===== src/design/assert_macros.svh =====
// Assertion macros used by the top-level design file.
`ifndef ASSERT_MACROS_SVH
`define ASSERT_MACROS_SVH
`ifndef NO_ASSERTIONS
`define SVNA_ASSERT(lbl, clk, rst, prop, msg) \
  lbl: assert property (@(posedge clk) disable iff (rst) prop) else $error(msg);
`define SVNA_NEVER(lbl, clk, rst, cond, msg) \
  lbl: assert property (@(posedge clk) disable iff (rst) !(cond)) else $error(msg);
`else
`define SVNA_ASSERT(lbl, clk, rst, prop, msg)
`define SVNA_NEVER(lbl, clk, rst, cond, msg)
`endif
`endif


===== src/design/svna_pkg.sv =====
// Shared constants and types of the smoothed vertex normal accumulator.
`default_nettype none
package svna_pkg;

  localparam int DEF_MAX_VERTICES = 1024;

  localparam int IN_IDX_W = 10;
  localparam int VEC_W    = 36;   // accumulated or cross-product component
  localparam int MUL_W    = 31;
  localparam int PROD_W   = 62;

  localparam logic [15:0] COUNT_MAX = 16'hFFFF;

  localparam logic [1:0] CMD_LOAD   = 2'd0;
  localparam logic [1:0] CMD_TRI    = 2'd1;
  localparam logic [1:0] CMD_CLEAR  = 2'd2;
  localparam logic [1:0] CMD_UNUSED = 2'd3;

  typedef struct packed {
    logic busy;
    logic done;
    logic deg;
  } norm_stat_t;

endpackage
`default_nettype wire


===== src/design/svna_mul.sv =====
// Shared registered signed multiplier.
`default_nettype none
module svna_mul (
  input  wire                                   clk,
  input  wire logic signed [svna_pkg::MUL_W-1:0]  a,
  input  wire logic signed [svna_pkg::MUL_W-1:0]  b,
  output logic signed [svna_pkg::PROD_W-1:0]      p
);

  always_ff @(posedge clk) begin
    p <= a * b;
  end

endmodule
`default_nettype wire


===== config.mk =====
export PLATFORM = sky130hd
export DESIGN_NAME = svna_mul
export DESIGN_NICKNAME = d
export VERILOG_FILES = /design/src/design/assert_macros.svh /design/src/design/svna_pkg.sv /design/src/design/svna_mul.sv
export SDC_FILE = /design/constraint.sdc
export NUM_CORES = 2
export LEC_CHECK = 0
export ABC_AREA = 1
export BUFFER_PORTS_ARGS = -buffer_cell sky130_fd_sc_hd__buf_2
export CORE_UTILIZATION = 36
export CTS_BUF_LIST = sky130_fd_sc_hd__clkbuf_8
export DETAILED_ROUTE_END_ITERATION = 8
export SYNTH_ARGS = -nofsm -noshare
export SYNTH_HDL_FRONTEND = slang
export SYNTH_SLANG_ARGS = --single-unit

===== constraint.sdc =====
create_clock -name clk -period 26.5 [get_ports clk]
set_clock_uncertainty 0.05 [all_clocks]
set_input_delay 5.3 -clock clk [delete_from_list [all_inputs] [get_ports clk]]
set_output_delay 5.3 -clock clk [all_outputs]
set_load 0.02 [all_outputs]

# Word-level counts from Yosys, hierarchy flattened

Cells that the tools add are included.

Output and inout bits: 62
Register bits: 62
Bits of input ports: 63
Word-level logic and storage cells: 2

Multipliers: 1

Operators with widths:

| cell           | number |
|---|---|
| $mul 31x31->62 | 1 |

# Depth between registers and ports, before layout

Word-level depth: 1
Depth in mapped cells: 34
Mapped depth without buffers: 33

# Least setup slack after synthesis

OpenSTA, ideal clock, no wires.

Path kind: input port to flip-flop
Start: input port a[30] in the netlist's numbering
End: register p[57] in the netlist's numbering
Slack: 14.528 ns
Cell stages on the path: 27
Data arrival time: 11.809 ns
Data required time: 26.337 ns
Path buffers: 1
Setup time: 0.113 ns
Cells stage by stage: clkbuf_1 > nand2_1 > inv_1 > fa_1 > inv_1 > fa_1 > inv_1 > fa_1 > fa_1 > inv_1 > fa_1 > inv_1 > fa_1 > inv_1 > fa_1 > fa_1 > inv_1 > ha_1 > nand2_1 > nor2_1 > inv_1 > nor2_1 > nand2_1 > nor3_1 > nand2_1 > nand4_1 > nand2_1

Word-level cells in the longest chain between the ends: 1

RTL lines:

| element              | line           | text |
|---|---|---|
| start, declared      | svna_mul.sv:5  | `input wire logic signed [svna_pkg::MUL_W-1:0] a,` |
| $mul 31x31->62       | svna_mul.sv:11 | `p <= a * b;` |
| end signal, assigned | svna_mul.sv:11 |  |
| end, declared        | svna_mul.sv:7  | `output logic signed [svna_pkg::PROD_W-1:0] p` |

No other way between the ends.

# Worst setup path after layout

Start: input port b[4] in the netlist's numbering
End: register p[57] in the netlist's numbering

Word-level cells in the longest chain between the ends: 1

RTL lines:

| element         | line           | text |
|---|---|---|
| start, declared | svna_mul.sv:6  | `input wire logic signed [svna_pkg::MUL_W-1:0] b,` |
| $mul 31x31->62  | svna_mul.sv:11 |  |

No other way between the ends.

==> results by group <==
Drt
  • Drt total wl: ~110 mm
  • Mean routed wirelength per cell: 17.5 µm
  • Number of design rule violations left after detail routing: 0
  • Count of TritonRoute iterations in the first routing pass: 6
  • Vias per inst: 4.61
  • Number of vias in the routed layout: slightly below 30000
  • Antenna violation net count after detailed routing: 0
  • DRT iter0 DRCs: 1775

Floorplan
  • Starting density of the core: a little over a third
  • Area of the die: approximately 0.11 mm²
  • CORE AREA: about 0.11 mm²
  • Die extent in y: around 330 µm
  • Count of boundary I/O pins: around 130
  • Horizontal die dimension: 328 µm
  • Standard-cell rows: 119

Clock tree
  • Clock root buffer: sky130_fd_sc_hd__clkbuf_8
  • Number of instances resized during post-cts repair: 0
  • Setup fix buffers added after clock tree synthesis: 0
  • Clock net sink count: 62
  • Buffer depth of the longest clock path: 2
  • TritonCTS clock tree: yes
  • Hold-fix buffers, CTS: 0
  • H-tree depth: 3
  • Clock slew seen by the registers of the worst setup and hold paths: 0.07 ns
  • Clock buffers created by TritonCTS: 9

Placed design
  • Final weighted congestion in routability-driven placement: just over 0.9
  • # port buffers: about 120
  • Setup Slack @ Placement: 13.09 ns
  • Detailed placement HPWL: roughly 90 mm
  • Post-detailed-placement cell area: between 0.04 and 0.05 mm²

Critical path
  • Kind of critical path: input pin to register
  • Startpoint type of the worst setup path: input pin
  • Max FO, Critical Path: 31
  • Critical path endpoint category: register
  • Critical path data required time: 26.72 ns
  • Arrival @ worst endpoint: 13.15 ns

Final layout
  • Fraction of final layout cells sized beyond drive strength 1: 4.14%
  • Fin area: around 0.04 mm²
  • Number of flip-flops in the largest register: 62
  • Area growth from synthesis to layout: 5.37%
  • Filler Cell Count: between 10000 and 15000
  • Count of nets after finishing: between 6000 and 7000
  • Reg with most FFs: p
  • Biggest regs: p x62

Synthesis
  • Synth Warn #: 0
  • Mux cell area share after synthesis: 0%
  • Adder-cell share of the synthesized area: between 50% and 60%
  • Number of storage elements in the synthesis netlist: just over 60
  • Top-area cell type share of the netlist area: around 53%
  • Seq/Total Area, Yosys: between 3 and 4%
  • Post-synth top area cell: sky130_fd_sc_hd__fa_1
  • Most frequently used cell type in the post-synthesis netlist: sky130_fd_sc_hd__inv_1
  • Complex-gate fraction of the synthesized area: between 1 and 1.5%
  • Number of unique standard cell types used by synthesis: 30
  • Gate Count Post-Synth: approximately 5000
  • Summed instance area of the synthesized netlist: approximately 0.038 mm²
  • Number of nets in the synthesized netlist: a little over 6000
  • Post-synthesis share of cell area spent on xor and xnor gates: less than 1%
  • Number of synthesized flops with an enable pin: 0
  • Post-synthesis async set-or-reset flop share: 0%
  • Basic-gate share of the synthesized area counting and, or, nand and nor cells: approximately 17%
  • Largest family of logic cells by synthesized area: adder cells
  • Synth top area cells: sky130_fd_sc_hd__fa_1, sky130_fd_sc_hd__inv_1, sky130_fd_sc_hd__nand2_1
  • Commonest register cell after synthesis: sky130_fd_sc_hd__dfxtp_1
  • Mean instance size in the synthesized netlist: around 7.8 µm²
  • Commonest cells in the synthesized netlist: sky130_fd_sc_hd__inv_1, sky130_fd_sc_hd__nand2_1, sky130_fd_sc_hd__fa_1, sky130_fd_sc_hd__clkbuf_1, sky130_fd_sc_hd__ha_1

Timing
  • Rel. slew slack: between 20% and 30%
  • Period minus WS final: between 10 and 15 ns
  • Setup slack after layout: roughly 14 ns
  • Max frequency: between 0.07 and 0.08 GHz
  • Transition time at the pin with the least slew margin: between 1 and 1.5 ns
  • Max Slew Vio Count: 0
  • Post-route setup TNS: 0 ns
  • Final count of hold timing violations: 0
  • Setup repair after global routing missed its margin: no
  • Count of final setup violators: 0
  • Share of the clock period used by the worst path: 48.8%

GRT
  • Vias in the first global route: about 32000
  • Congestion Overflow GR: 0
  • Overall routing resource usage: a little over a fifth
  • Maximum number of pins on one net before global-route repair: 32
  • First-pass GRT wire length: about 180 mm
  • Initial antenna violation count: 2

Min path
  • Worst Hold Class: input pin to register

Status
  • Result of the run: finished clean

Run
  • Max Cap Violations: 0
[stage by stage]
step | hold WS, ns | util, % | std cells
CTS | 5.43 | 38.3 | 6268
floorplan | 5.57 | - | 4902
global route | 5.48 | 38.3 | 6268
detailed placement | 5.66 | 38.0 | 6252
finish | 5.47 | 38.3 | 6269
global placement | 5.67 | 38.0 | 6252
[cell families after synthesis]
| group | count (synthesis) |
|---|---|
| compound gates | 96 |
| simple gates | 1645 |
| flops | 62 |
| xor+xnor | 37 |
| fa+ha+maj | 1200 |
| buf+inv | 1862 |
[area by class of cell]
| cell class | instances | area (µm²) | share of cell area, % |
|---|---|---|---|
| Antenna cell | 1 | 2.50 | 0.00621 |
| Timing Repair Buffer | 145 | 778 | 1.93 |
| Tap cell | 1391 | 1740 | 4.32 |
| Clock inverter | 7 | 106 | 0.264 |
| Inverter | 1676 | 6290 | 15.6 |
| Multi-Input combinational cell | 2978 | 30000 | 74.5 |
| Clock buffer | 9 | 124 | 0.308 |
| Sequential cell | 62 | 1240 | 3.08 |
[routing by layer]
| metal | wire length (µm) | global-route usage, % | up-vias |
|---|---|---|---|
| li1 | - | - | 13215 |
| met4 | 2340 | 4.33 | 4 |
| met3 | 5860 | 2.22 | 119 |
| met1 | 46000 | 28.0 | 14752 |
| met5 | 22 | 0 | - |
| met2 | 55500 | 38.5 | 819 |
[critical path, stage by stage]
cell                      delay [ns]
sky130_fd_sc_hd__buf_2          0.56
sky130_fd_sc_hd__nand2_1        0.26
sky130_fd_sc_hd__inv_1          0.16
sky130_fd_sc_hd__fa_1           0.40
sky130_fd_sc_hd__inv_1          0.26
sky130_fd_sc_hd__fa_1           0.46
sky130_fd_sc_hd__inv_1          0.21
sky130_fd_sc_hd__fa_1           0.49
sky130_fd_sc_hd__fa_1           0.88
sky130_fd_sc_hd__inv_1          0.40
sky130_fd_sc_hd__fa_1           0.59
sky130_fd_sc_hd__inv_1          0.05
sky130_fd_sc_hd__fa_1           0.53
sky130_fd_sc_hd__inv_1          0.05
sky130_fd_sc_hd__fa_1           0.46
sky130_fd_sc_hd__fa_1           0.52
sky130_fd_sc_hd__inv_1          0.04
sky130_fd_sc_hd__ha_1           0.42
sky130_fd_sc_hd__nand2_1        0.14
sky130_fd_sc_hd__nor2_1         0.25
sky130_fd_sc_hd__inv_1          0.09
sky130_fd_sc_hd__nor2_1         0.14
sky130_fd_sc_hd__nand2_1        0.09
sky130_fd_sc_hd__nor3_1         0.14
sky130_fd_sc_hd__nand2_1        0.09
sky130_fd_sc_hd__nand4_1        0.09
sky130_fd_sc_hd__nand2_1        0.05
[path summary, 6_finish.rpt]
check	start	endpoint	cells past startpoint
worst min-delay path	b[0]	p[0]	4
worst max-delay path	b[4]	p[57]	27
[cells in the final DEF, fill, tap and decap left out, types with 6 or more instances in the layout]
cell,instances
sky130_fd_sc_hd__clkbuf_8,9
sky130_fd_sc_hd__o21bai_1,8
sky130_fd_sc_hd__buf_4,21
sky130_fd_sc_hd__inv_1,1677
sky130_fd_sc_hd__nor3_1,8
sky130_fd_sc_hd__xor2_1,32
sky130_fd_sc_hd__fa_1,1018
sky130_fd_sc_hd__ha_1,182
sky130_fd_sc_hd__nor2_1,107
sky130_fd_sc_hd__nand3b_1,6
sky130_fd_sc_hd__dfxtp_1,62
sky130_fd_sc_hd__nand2_2,8
sky130_fd_sc_hd__nand3_1,60
sky130_fd_sc_hd__nand2_1,1404
sky130_fd_sc_hd__nor2_2,16
sky130_fd_sc_hd__o21ai_0,16
sky130_fd_sc_hd__nand3_2,8
sky130_fd_sc_hd__nand4_1,15
sky130_fd_sc_hd__a21oi_1,61
sky130_fd_sc_hd__buf_2,124
Power is left out: the tool's default activity adds up to more than one toggle a clock period on the data nets, which glitch-free logic cannot reach.
