`config.mk`:
```
export PLATFORM = sky130hd
export DESIGN_NAME = svna_norm
export DESIGN_NICKNAME = d
export VERILOG_FILES = /design/src/design/assert_macros.svh /design/src/design/svna_pkg.sv /design/src/design/svna_norm.sv
export SDC_FILE = /design/constraint.sdc
export NUM_CORES = 2
export LEC_CHECK = 0
export BUFFER_PORTS_ARGS = -buffer_cell sky130_fd_sc_hd__buf_2
export CAP_MARGIN = 20
export CORE_ASPECT_RATIO = 0.7
export CORE_MARGIN = 2
export CORE_UTILIZATION = 50
export CTS_CLUSTER_SIZE = 28
export DETAILED_ROUTE_END_ITERATION = 8
export PLACE_DENSITY_LB_ADDON = 0.05
export SYNTH_ARGS = -nofsm -noshare
export SYNTH_HDL_FRONTEND = slang
export SYNTH_SLANG_ARGS = --single-unit
```
`constraint.sdc`:
```
create_clock -name clk -period 12.7 [get_ports clk]
set_clock_uncertainty 0.1 [all_clocks]
set_input_delay 0.635 -clock clk [delete_from_list [all_inputs] [get_ports clk]]
set_output_delay 0.635 -clock clk [all_outputs]
set_load 0.01 [all_outputs]
```
`src/design/assert_macros.svh`:
```
// Assertion macros used by the top-level design file.
`ifndef ASSERT_MACROS_SVH
`define ASSERT_MACROS_SVH
`ifndef NO_ASSERTIONS
`define SVNA_ASSERT(lbl, clk, rst, prop, msg) \
  lbl: assert property (@(posedge clk) disable iff (rst) prop) else $error(msg);
`define SVNA_NEVER(lbl, clk, rst, cond, msg) \
  lbl: assert property (@(posedge clk) disable iff (rst) !(cond)) else $error(msg);
`else
`define SVNA_ASSERT(lbl, clk, rst, prop, msg)
`define SVNA_NEVER(lbl, clk, rst, cond, msg)
`endif
`endif

```
`src/design/svna_pkg.sv`:
```
// Shared constants and types of the smoothed vertex normal accumulator.
`default_nettype none
package svna_pkg;

  localparam int DEF_MAX_VERTICES = 1024;

  localparam int IN_IDX_W = 10;
  localparam int VEC_W    = 36;   // accumulated or cross-product component
  localparam int MUL_W    = 31;
  localparam int PROD_W   = 62;

  localparam logic [15:0] COUNT_MAX = 16'hFFFF;

  localparam logic [1:0] CMD_LOAD   = 2'd0;
  localparam logic [1:0] CMD_TRI    = 2'd1;
  localparam logic [1:0] CMD_CLEAR  = 2'd2;
  localparam logic [1:0] CMD_UNUSED = 2'd3;

  typedef struct packed {
    logic busy;
    logic done;
    logic deg;
  } norm_stat_t;

endpackage
`default_nettype wire

```
`src/design/svna_norm.sv`:
```
// Iterative vector normaliser: shift, sum of squares, square root, divide.
`default_nettype none
module svna_norm (
  input  wire                                    clk,
  input  wire                                    rst,
  input  wire                                    start,
  input  wire logic signed [svna_pkg::VEC_W-1:0]   vin_x,
  input  wire logic signed [svna_pkg::VEC_W-1:0]   vin_y,
  input  wire logic signed [svna_pkg::VEC_W-1:0]   vin_z,
  output logic signed [15:0]                     nout_x,
  output logic signed [15:0]                     nout_y,
  output logic signed [15:0]                     nout_z,
  output svna_pkg::norm_stat_t                   stat,
  output logic signed [svna_pkg::MUL_W-1:0]        mul_a,
  output logic signed [svna_pkg::MUL_W-1:0]        mul_b,
  input  wire logic signed [svna_pkg::PROD_W-1:0]  mul_p
);

  typedef enum logic [5:0] {
    N_IDLE  = 6'b000001,
    N_SHIFT = 6'b000010,
    N_SQ    = 6'b000100,
    N_SQRT  = 6'b001000,
    N_DIV   = 6'b010000,
    N_DONE  = 6'b100000
  } nstate_t;

  nstate_t state;
  logic [35:0] m [3];
  logic        neg [3];
  logic [61:0] sum;
  logic [61:0] x;
  logic [62:0] res;
  logic [31:0] r;
  logic [4:0]  sqcnt;
  logic [1:0]  k;
  logic [1:0]  comp;
  logic [3:0]  dstep;
  logic [32:0] rem;
  logic [14:0] dlo;
  logic [14:0] q;
  logic signed [15:0] o [3];
  logic        deg;

  logic [35:0] mx;
  logic [35:0] msel;
  logic [35:0] mcomp;
  logic [62:0] bitv;
  logic [63:0] t;
  logic        ge;
  logic [62:0] res_next;
  logic [61:0] x_next;
  logic [44:0] dividend;
  logic [32:0] sh;
  logic [14:0] q_next;
  logic [32:0] rem_next;
  logic [35:0] vabs [3];
  logic        vneg [3];

  always_comb begin
    mx = (m[0] > m[1]) ? m[0] : m[1];
    if (m[2] > mx) mx = m[2];
    case (k)
      2'd0:    msel = m[0];
      2'd1:    msel = m[1];
      default: msel = m[2];
    endcase
    case (comp)
      2'd0:    mcomp = m[0];
      2'd1:    mcomp = m[1];
      default: mcomp = m[2];
    endcase
    mul_a = $signed({1'b0, msel[29:0]});
    mul_b = $signed({1'b0, msel[29:0]});

    bitv     = 63'(1) << {sqcnt, 1'b0};
    t        = {1'b0, res} + {1'b0, bitv};
    ge       = {2'b00, x} >= t;
    res_next = ge ? ((res >> 1) + bitv) : (res >> 1);
    x_next   = ge ? (x - t[61:0]) : x;

    // rounded quotient: (m * 2^14 + r/2) / r, high part preloaded
    dividend = {1'b0, mcomp[29:0], 14'b0} + 45'(r[31:1]);
    sh       = {rem[31:0], dlo[14]};
    if (sh >= {1'b0, r}) begin
      rem_next = sh - {1'b0, r};
      q_next   = {q[13:0], 1'b1};
    end else begin
      rem_next = sh;
      q_next   = {q[13:0], 1'b0};
    end

    vneg[0] = vin_x[35];
    vneg[1] = vin_y[35];
    vneg[2] = vin_z[35];
    vabs[0] = vin_x[35] ? 36'(-vin_x) : 36'(vin_x);
    vabs[1] = vin_y[35] ? 36'(-vin_y) : 36'(vin_y);
    vabs[2] = vin_z[35] ? 36'(-vin_z) : 36'(vin_z);
  end

  always_ff @(posedge clk) begin
    if (rst) begin
      state <= N_IDLE;
    end else begin
      unique case (state)
        N_IDLE: begin
          if (start) begin
            for (int i = 0; i < 3; i++) begin
              m[i]   <= vabs[i];
              neg[i] <= vneg[i];
            end
            if ((vabs[0] | vabs[1] | vabs[2]) == 36'd0) begin
              for (int i = 0; i < 3; i++) o[i] <= 16'sd0;
              deg   <= 1'b1;
              state <= N_DONE;
            end else begin
              deg   <= 1'b0;
              state <= N_SHIFT;
            end
          end
        end
        N_SHIFT: begin
          // bring the largest magnitude into [2^29, 2^30)
          if (mx[35:29] == 7'd0) begin
            for (int i = 0; i < 3; i++) m[i] <= m[i] << 1;
          end else if (|mx[35:30]) begin
            for (int i = 0; i < 3; i++) m[i] <= m[i] >> 1;
          end else begin
            k     <= 2'd0;
            sum   <= 62'd0;
            state <= N_SQ;
          end
        end
        N_SQ: begin
          k <= k + 2'd1;
          if (k != 2'd0) sum <= sum + $unsigned(mul_p);
          if (k == 2'd3) begin
            x     <= sum + $unsigned(mul_p);
            res   <= 63'd0;
            sqcnt <= 5'd31;
            state <= N_SQRT;
          end
        end
        N_SQRT: begin
          x     <= x_next;
          res   <= res_next;
          sqcnt <= sqcnt - 5'd1;
          if (sqcnt == 5'd0) begin
            r     <= res_next[31:0];
            comp  <= 2'd0;
            dstep <= 4'd0;
            state <= N_DIV;
          end
        end
        N_DIV: begin
          if (dstep == 4'd0) begin
            rem   <= {3'b000, dividend[44:15]};
            dlo   <= dividend[14:0];
            q     <= 15'd0;
            dstep <= 4'd1;
          end else begin
            rem   <= rem_next;
            dlo   <= {dlo[13:0], 1'b0};
            q     <= q_next;
            dstep <= dstep + 4'd1;
            if (dstep == 4'd15) begin
              case (comp)
                2'd0:    o[0] <= neg[0] ? -$signed({1'b0, q_next}) : $signed({1'b0, q_next});
                2'd1:    o[1] <= neg[1] ? -$signed({1'b0, q_next}) : $signed({1'b0, q_next});
                default: o[2] <= neg[2] ? -$signed({1'b0, q_next}) : $signed({1'b0, q_next});
              endcase
              dstep <= 4'd0;
              comp  <= comp + 2'd1;
              if (comp == 2'd2) state <= N_DONE;
            end
          end
        end
        N_DONE: begin
          state <= N_IDLE;
        end
        default: state <= N_IDLE;
      endcase
    end
  end

  assign nout_x    = o[0];
  assign nout_y    = o[1];
  assign nout_z    = o[2];
  assign stat.busy = (state != N_IDLE);
  assign stat.done = (state == N_DONE);
  assign stat.deg  = deg;

endmodule
`default_nettype wire

```
### Word-level counts from Yosys, hierarchy flattened

Memory sizes are Yosys's and may differ from the RTL's.
Cells that the tools add are included.

| word-level totals | value |
|---|---|
| output and inout bits | 113 |
| input port bits | 173 |
| flip-flop bits (word level) | 300 |
| memories | 3 |
| RAM bits | 159 |
| word-level logic and storage cells | 185 |

| operators by class | value |
|---|---|
| shifts and indexed selects | 1 |
| $add $sub $neg | 14 |
| equal/unequal tests | 22 |
| order comparisons | 4 |
| mux-type cells | 92 |
| bitwise logic cells | 12 |
| reductions and logical operators | 22 |

Memory list:

| memory | depth | bits a word | read ports | clocked after memory_dff | wr ports | line | text |
|---|---|---|---|---|---|---|---|
| m | 3 | 36 | 3 | 0 | 3 | svna_norm.sv:29 | `logic [35:0] m [3];` |
| o | 3 | 16 | 3 | 0 | 3 | svna_norm.sv:42 | `logic signed [15:0] o [3];` |
| neg | 3 | 1 | 3 | 0 | 3 | svna_norm.sv:30 | `logic neg [3];` |

Operator list:

| cell | count |
|---|---|
| 2-to-1 mux 36 bit | 11 |
| 2-to-1 mux 62 bit | 5 |
| case mux 62 bit (2 select lines) | 2 |
| 2-to-1 mux 63 bit | 2 |
| case mux 63 bit (2 select lines) | 1 |
| case mux 30 bit (2 select lines) | 2 |
| negator 36 bit | 3 |
| 2-to-1 mux 16 bit | 6 |
| greater-than comparator 36 bit | 2 |
| OR 36 bit | 2 |
| adder 63 x 63 -> 64 bit | 1 |
| >= comparator 62 x 64 -> 1 bit | 1 |
| adder 62 x 63 -> 63 bit | 1 |
| << shifter 1 x 6 -> 63 bit, first input constant | 1 |
| adder 62 bit | 1 |
| subtractor 62 bit | 1 |
| 2-to-1 mux 6 bit | 9 |
| adder 44 x 31 -> 45 bit | 1 |
| 2-to-1 mux 1 bit | 37 |
| logical NOT 36 bit | 1 |
| >= comparator 33 x 32 -> 1 bit | 1 |
| 2-to-1 mux 32 bit | 1 |
| subtractor 32 bit | 1 |
| 2-to-1 mux 30 bit | 1 |
| other kinds (37) | 73 |

### Depth between registers and ports, before layout

An unclocked memory read counts as a cell.

| depth | value |
|---|---|
| depth in word-level cells | 12 |
| depth in mapped cells | 33 |
| gate-level depth less buffers | 31 |

### Least setup slack after synthesis

OpenSTA, ideal clock, no wires.

| timing | value |
|---|---|
| path kind | register -> register |
| from | register sqcnt[3] |
| to | register x[0], enable pin |
| arrival | 9700 ps |
| buffers on the path | 5 |
| setup slack | 2398 ps |
| cell stages (with the launch flop) | 30 |
| library setup time | 502 ps |
| clock period less this slack | 10302 ps |
| data required time | 12098 ps |
| cells stage by stage | edfxtp_1 or2_2 clkbuf_1 nor2_1 ha_1 a31oi_1 a211oi_1 a21oi_1 a21boi_0 a21oi_1 nor2_1 nor2_1 o41ai_1 a21oi_1 o21bai_1 xnor2_1 ha_1 clkbuf_1 nand2_1 or2_2 nor4_1 and2_1 a21oi_1 a221oi_1 a21boi_1 buf_2 buf_2 clkbuf_1 nand2_1 a21oi_1 |

| on the way | value |
|---|---|
| word-level cells in the longest chain between the ends | 5 |

RTL lines:

| item | line | text |
|---|---|---|
| from (decl) | svna_norm.sv:35 | `logic [4:0] sqcnt;` |
| from (signal assigned) | svna_norm.sv:147 | `sqcnt <= sqcnt - 5'd1;` |
| << shifter 1 x 6 -> 63 bit | svna_norm.sv:76 | `bitv = 63'(1) << {sqcnt, 1'b0};` |
| adder 63 x 63 -> 64 bit | svna_norm.sv:77 | `t = {1'b0, res} + {1'b0, bitv};` |
| >= comparator 62 x 64 -> 1 bit | svna_norm.sv:78 | `ge = {2'b00, x} >= t;` |
| inequality test 2 bit (no line) | -- |  |
| AND reduction 4 bit (no line) | -- |  |
| to (signal assigned) | svna_norm.sv:138 | `x <= sum + $unsigned(mul_p);` |
| to (signal assigned) | svna_norm.sv:145 | `x <= x_next;` |
| to (decl) | svna_norm.sv:32 | `logic [61:0] x;` |

Every way passes these cells.
A chain may end at the register's enable or synchronous reset.

### Worst setup path in the final report

| timing | value |
|---|---|
| from | register sqcnt[0] |
| to | register x[4], enable pin |

Same word-level chain as after synthesis.

==> results.md <==
- For this run, the number of Yosys warnings is 0.
- The HPWL reported at the end of detailed placement is 102000 um.
- The final-report hold violation count came to 0.
- The most used flip-flop cell after synthesis is sky130_fd_sc_hd__edfxtp_1.
- The initial antenna violation count is 5.
- After synthesis, the largest area contributor takes up 34.2% of total cell area.
- The post-synthesis average cell area is 8.70 sq um.
- The total track usage is 31.6%.
- The core region is 78800 sq um.
- The aggregate negative setup slack is 0 ns.
- The global-route wire length before repair is 198000 um.
- The via count of the first global-routing pass came to 31700.
- Setup slack closes at 2.98 ns.
- The worst-path maximum fanout is 84.
- In the routed design, unresolved DRC markers number 0.
- Entering global routing, the biggest net connects 85 pins.
- At the end of routability-driven placement, the weighted congestion stood at 0.965.
- At the end of the flow, the number of nets in the layout was 5227.
- The count of instances resized after the clock tree is built is 0.
- The detailed router used layers up to and including met5.
- The cts-stage hold buffer count is 0.
- 0 antenna diodes ended up in the layout.
- The met2 layer wire length in the routed design is 47200 um.
- The number of max-slew violations in the final report is 0.
- The tree is rooted in a sky130_fd_sc_hd__clkbuf_16.
- The leakage dissipation is 17.8 nW.
- The standard-cell row count is 86.
- In this run the worst hold path is classified as in -> reg.
- The library cell with the largest summed area after synthesis is sky130_fd_sc_hd__edfxtp_1.
- Before antenna repair, the detailed router went through 6 iterations.
- The number of input and output port buffers inserted is 283.
- The detailed router placed 36100 vias in this run.
- The startpoint type of the worst setup path is a flop.
- The overall die area is 81900 sq um.
- For the worst setup path, the data arrival time is 9.88 ns.
- In the routed layout, each cell is associated on average with a via count of 6.20.
- The initial utilization of the core area, before any placement, comes to 50.5%.
- The clock transition at the registers of the reported paths is 0.06 ns.
- On the critical path the largest part of the delay comes from compound AO/OA/AOI/OAI gates.
- The smallest clock period supported by the final layout is computed as 9.72 ns.
- The total met3 wirelength after detailed routing is 17500 um.
- The master of the slowest instance on the critical path is sky130_fd_sc_hd__a221oi_1.
- Buffers inserted during clock tree synthesis total 52.
- The TritonCTS clock tree is built.
- For this run the aggregate overflow at the end of global routing stands at 0.
- The height of the chip is 240 um.
- The H-tree was split into 2 levels.
- Setup repair after global routing left no endpoint under its margin.
- The layout overhead on the synthesized area is 10.0%.
- The critical path is of the reg -> reg type.
- The number of enable-type register cells in the synthesized netlist is 453.
- The tree built by TritonCTS fans out to 459 sinks.
- The number of DRC markers after the initial detailed-route iteration is 4556.
- Synthesis handed over a netlist of 4574 instances.
- The wire length the detailed router placed on met1 is 66000 um.
- VDD sags by at most 0.0944 mV.
- The peak per-stage delay on the critical path is 0.96 ns.
- The sequential fraction of the synthesis area is 34.5%.
- The number of placed I/O pins is 286.
- The wire length after detailed routing is 133000 um.
- The required time of the critical path is 12.86 ns.
- The power per cell area is 90.4 nW/um^2.
- The buffer count from post-CTS setup fixing is 0.
- The run finished with clean final reports.
- The tool flagged a number of max-cap violations equal to 0.
- The mapped netlist covers 39800 sq um.
- By area the synthesized netlist is led by sky130_fd_sc_hd__edfxtp_1 (34%), sky130_fd_sc_hd__ha_1 (10%), sky130_fd_sc_hd__nand2_1 (5.4%).
- The timing-limited maximum frequency is 103 MHz.
- The worst setup path is captured at a flop.
- The measured slew at the worst slew-check pin is 1.14 ns.
- Yosys mapped the design onto 89 distinct sky130hd cell types.
- At the later pin of the worst-skew pair, clock insertion delay measures 0.64 ns.
- The buffer depth of the longest clock path is 3.
- Dividing the detail-routed wire length by the instance count gives 22.9 um.
- Synthesis inferred 459 register bits.
- The async set or reset register ratio after synthesis is 0%.
- The placement-stage worst setup slack is 3.25 ns.
- Measured along the x axis, the die boundary spans 341 um.
- The count of final setup violators is 0.
- The number of nets with antenna violations after routing is 0.
- The critical path contains buffers and inverters numbering 3 combined.
- Measured against its own limit, the worst slew margin works out to 21.9%.
- The worst path uses 76.5% of the clock period.
- Of the cells placed in the final design, the portion with a size suffix greater than 1 is 10.5%.
-- report_power, final --
group | switching [mW] | internal (mW)
combinational | 0.344 | 0.212
sequential | 0.0477 | 1.69
clock | 0.703 | 0.959
total | 1.09 | 2.87
-- cells in the final DEF, fill, tap and decap left out, drive strengths merged, types with 17 or more instances in the layout --
master,instances
nor2,424
nand4,74
a211o,21
o31ai,50
a21boi,21
a21oi,312
clkinv,23
or2,22
o21a,39
inv,162
o22ai,19
nor3,65
o211ai,22
xor2,223
nor4,34
o21bai,30
mux2i,53
a21o,126
buf,324
or4,28
or3,36
o41ai,20
a31oi,69
nand2b,51
and2,96
nand3,68
nor2b,44
o21ai,314
ha,326
and3,26
a211oi,55
a31o,17
clkbuf,54
xnor2,200
edfxtp,453
a22oi,107
nand2,578
-- per-layer routing --
| layer | global-route usage [%] | vias up |
|---|---|---|
| li1 | - | 17100 |
| met1 | 53.0 | 17000 |
| met2 | 37.5 | 1816 |
| met3 | 9.43 | 148 |
| met4 | 6.38 | 2 |
| met5 | 0 | - |
-- registers in the layout, summed over array words and instances (netlist names), 2 cells and up --
register,count
m,108
res,63
sum,62
x,62
o,48
r,32
rem,32
dlo,15
q,14
state,6
sqcnt,5
dstep,4
neg,3
comp,2
k,2
-- stage by stage --
step | instances | util, % | power, mW | instance area, sq um | hold slack, ns
2_1_floorplan | 4575 | - | 2.11 | 39800 | 0.391
3_3_place_gp | 5725 | 53.2 | 2.30 | 41900 | 0.402
3_5_place_dp | 5725 | 53.2 | 2.31 | 41900 | 0.416
4_1_cts | 5819 | 55.5 | 3.96 | 43800 | 0.302
5_1_grt | 5820 | 55.6 | 4.09 | 43800 | 0.334
6_report | 5820 | 55.6 | 3.96 | 43800 | 0.334
-- kinds of logic after synthesis --
| logic type | Yosys count | share of synthesized area (%) |
|---|---|---|
| AO/OA/AOI/OAI | 1322 | 21.4 |
| AND/OR/NAND/NOR | 1590 | 18.7 |
| adder cells (fa/ha/maj) | 330 | 10.5 |
| other | 1 | 0.00942 |
| XOR/XNOR | 423 | 9.31 |
| buffers and inverters | 385 | 3.96 |
| multiplexers | 64 | 1.64 |
| flip-flops | 459 | 34.5 |
-- synthesized netlist by cell type (32+ instances only) --
cell type / number
sky130_fd_sc_hd__and2_1: 96
sky130_fd_sc_hd__nor4_1: 32
sky130_fd_sc_hd__buf_4: 33
sky130_fd_sc_hd__mux2i_1: 53
sky130_fd_sc_hd__nor2_1: 424
sky130_fd_sc_hd__nand3_1: 68
sky130_fd_sc_hd__nor2b_1: 44
sky130_fd_sc_hd__a22oi_1: 107
sky130_fd_sc_hd__a21o_1: 126
sky130_fd_sc_hd__xnor2_1: 200
sky130_fd_sc_hd__nand2_1: 577
sky130_fd_sc_hd__o31ai_1: 49
sky130_fd_sc_hd__inv_1: 155
sky130_fd_sc_hd__o21ai_0: 312
sky130_fd_sc_hd__a31oi_1: 69
sky130_fd_sc_hd__a21oi_1: 311
sky130_fd_sc_hd__edfxtp_1: 453
sky130_fd_sc_hd__nand2b_1: 51
sky130_fd_sc_hd__nor3_1: 65
sky130_fd_sc_hd__or3_1: 34
sky130_fd_sc_hd__a211oi_1: 54
sky130_fd_sc_hd__o21a_1: 39
sky130_fd_sc_hd__xor2_1: 223
sky130_fd_sc_hd__clkbuf_1: 170
sky130_fd_sc_hd__ha_1: 326
sky130_fd_sc_hd__nand4_1: 74
-- path summary, 6_finish.rpt --
kind	to	cells after the start	slack, ns	from
hold / removal	m[0][36]	3	0.33	vin_y[0]
hold reg to reg	dlo[9]	2	0.42	dlo[8]
setup / recovery	x[4]	30	2.98	sqcnt[0]
setup reg to reg	x[4]	30	2.98	sqcnt[0]
-- final cells by class --
type | count | area [sq um]
Fill cell | 7357 | 35000
Multi-Input combinational cell | 3731 | 24600
Sequential cell | 459 | 13700
Timing Repair Buffer | 324 | 1740
Tap cell | 1056 | 1320
Clock buffer | 54 | 1310
Inverter | 156 | 586
Clock inverter | 40 | 505
-- tightest hold or removal path: cells and delay by family --
family	cells	cell delay [ns]
compound gates	1	0.08
simple gates	1	0.08
buf+inv	1	0.16
Note: power is estimated with default switching activity, not from simulation.
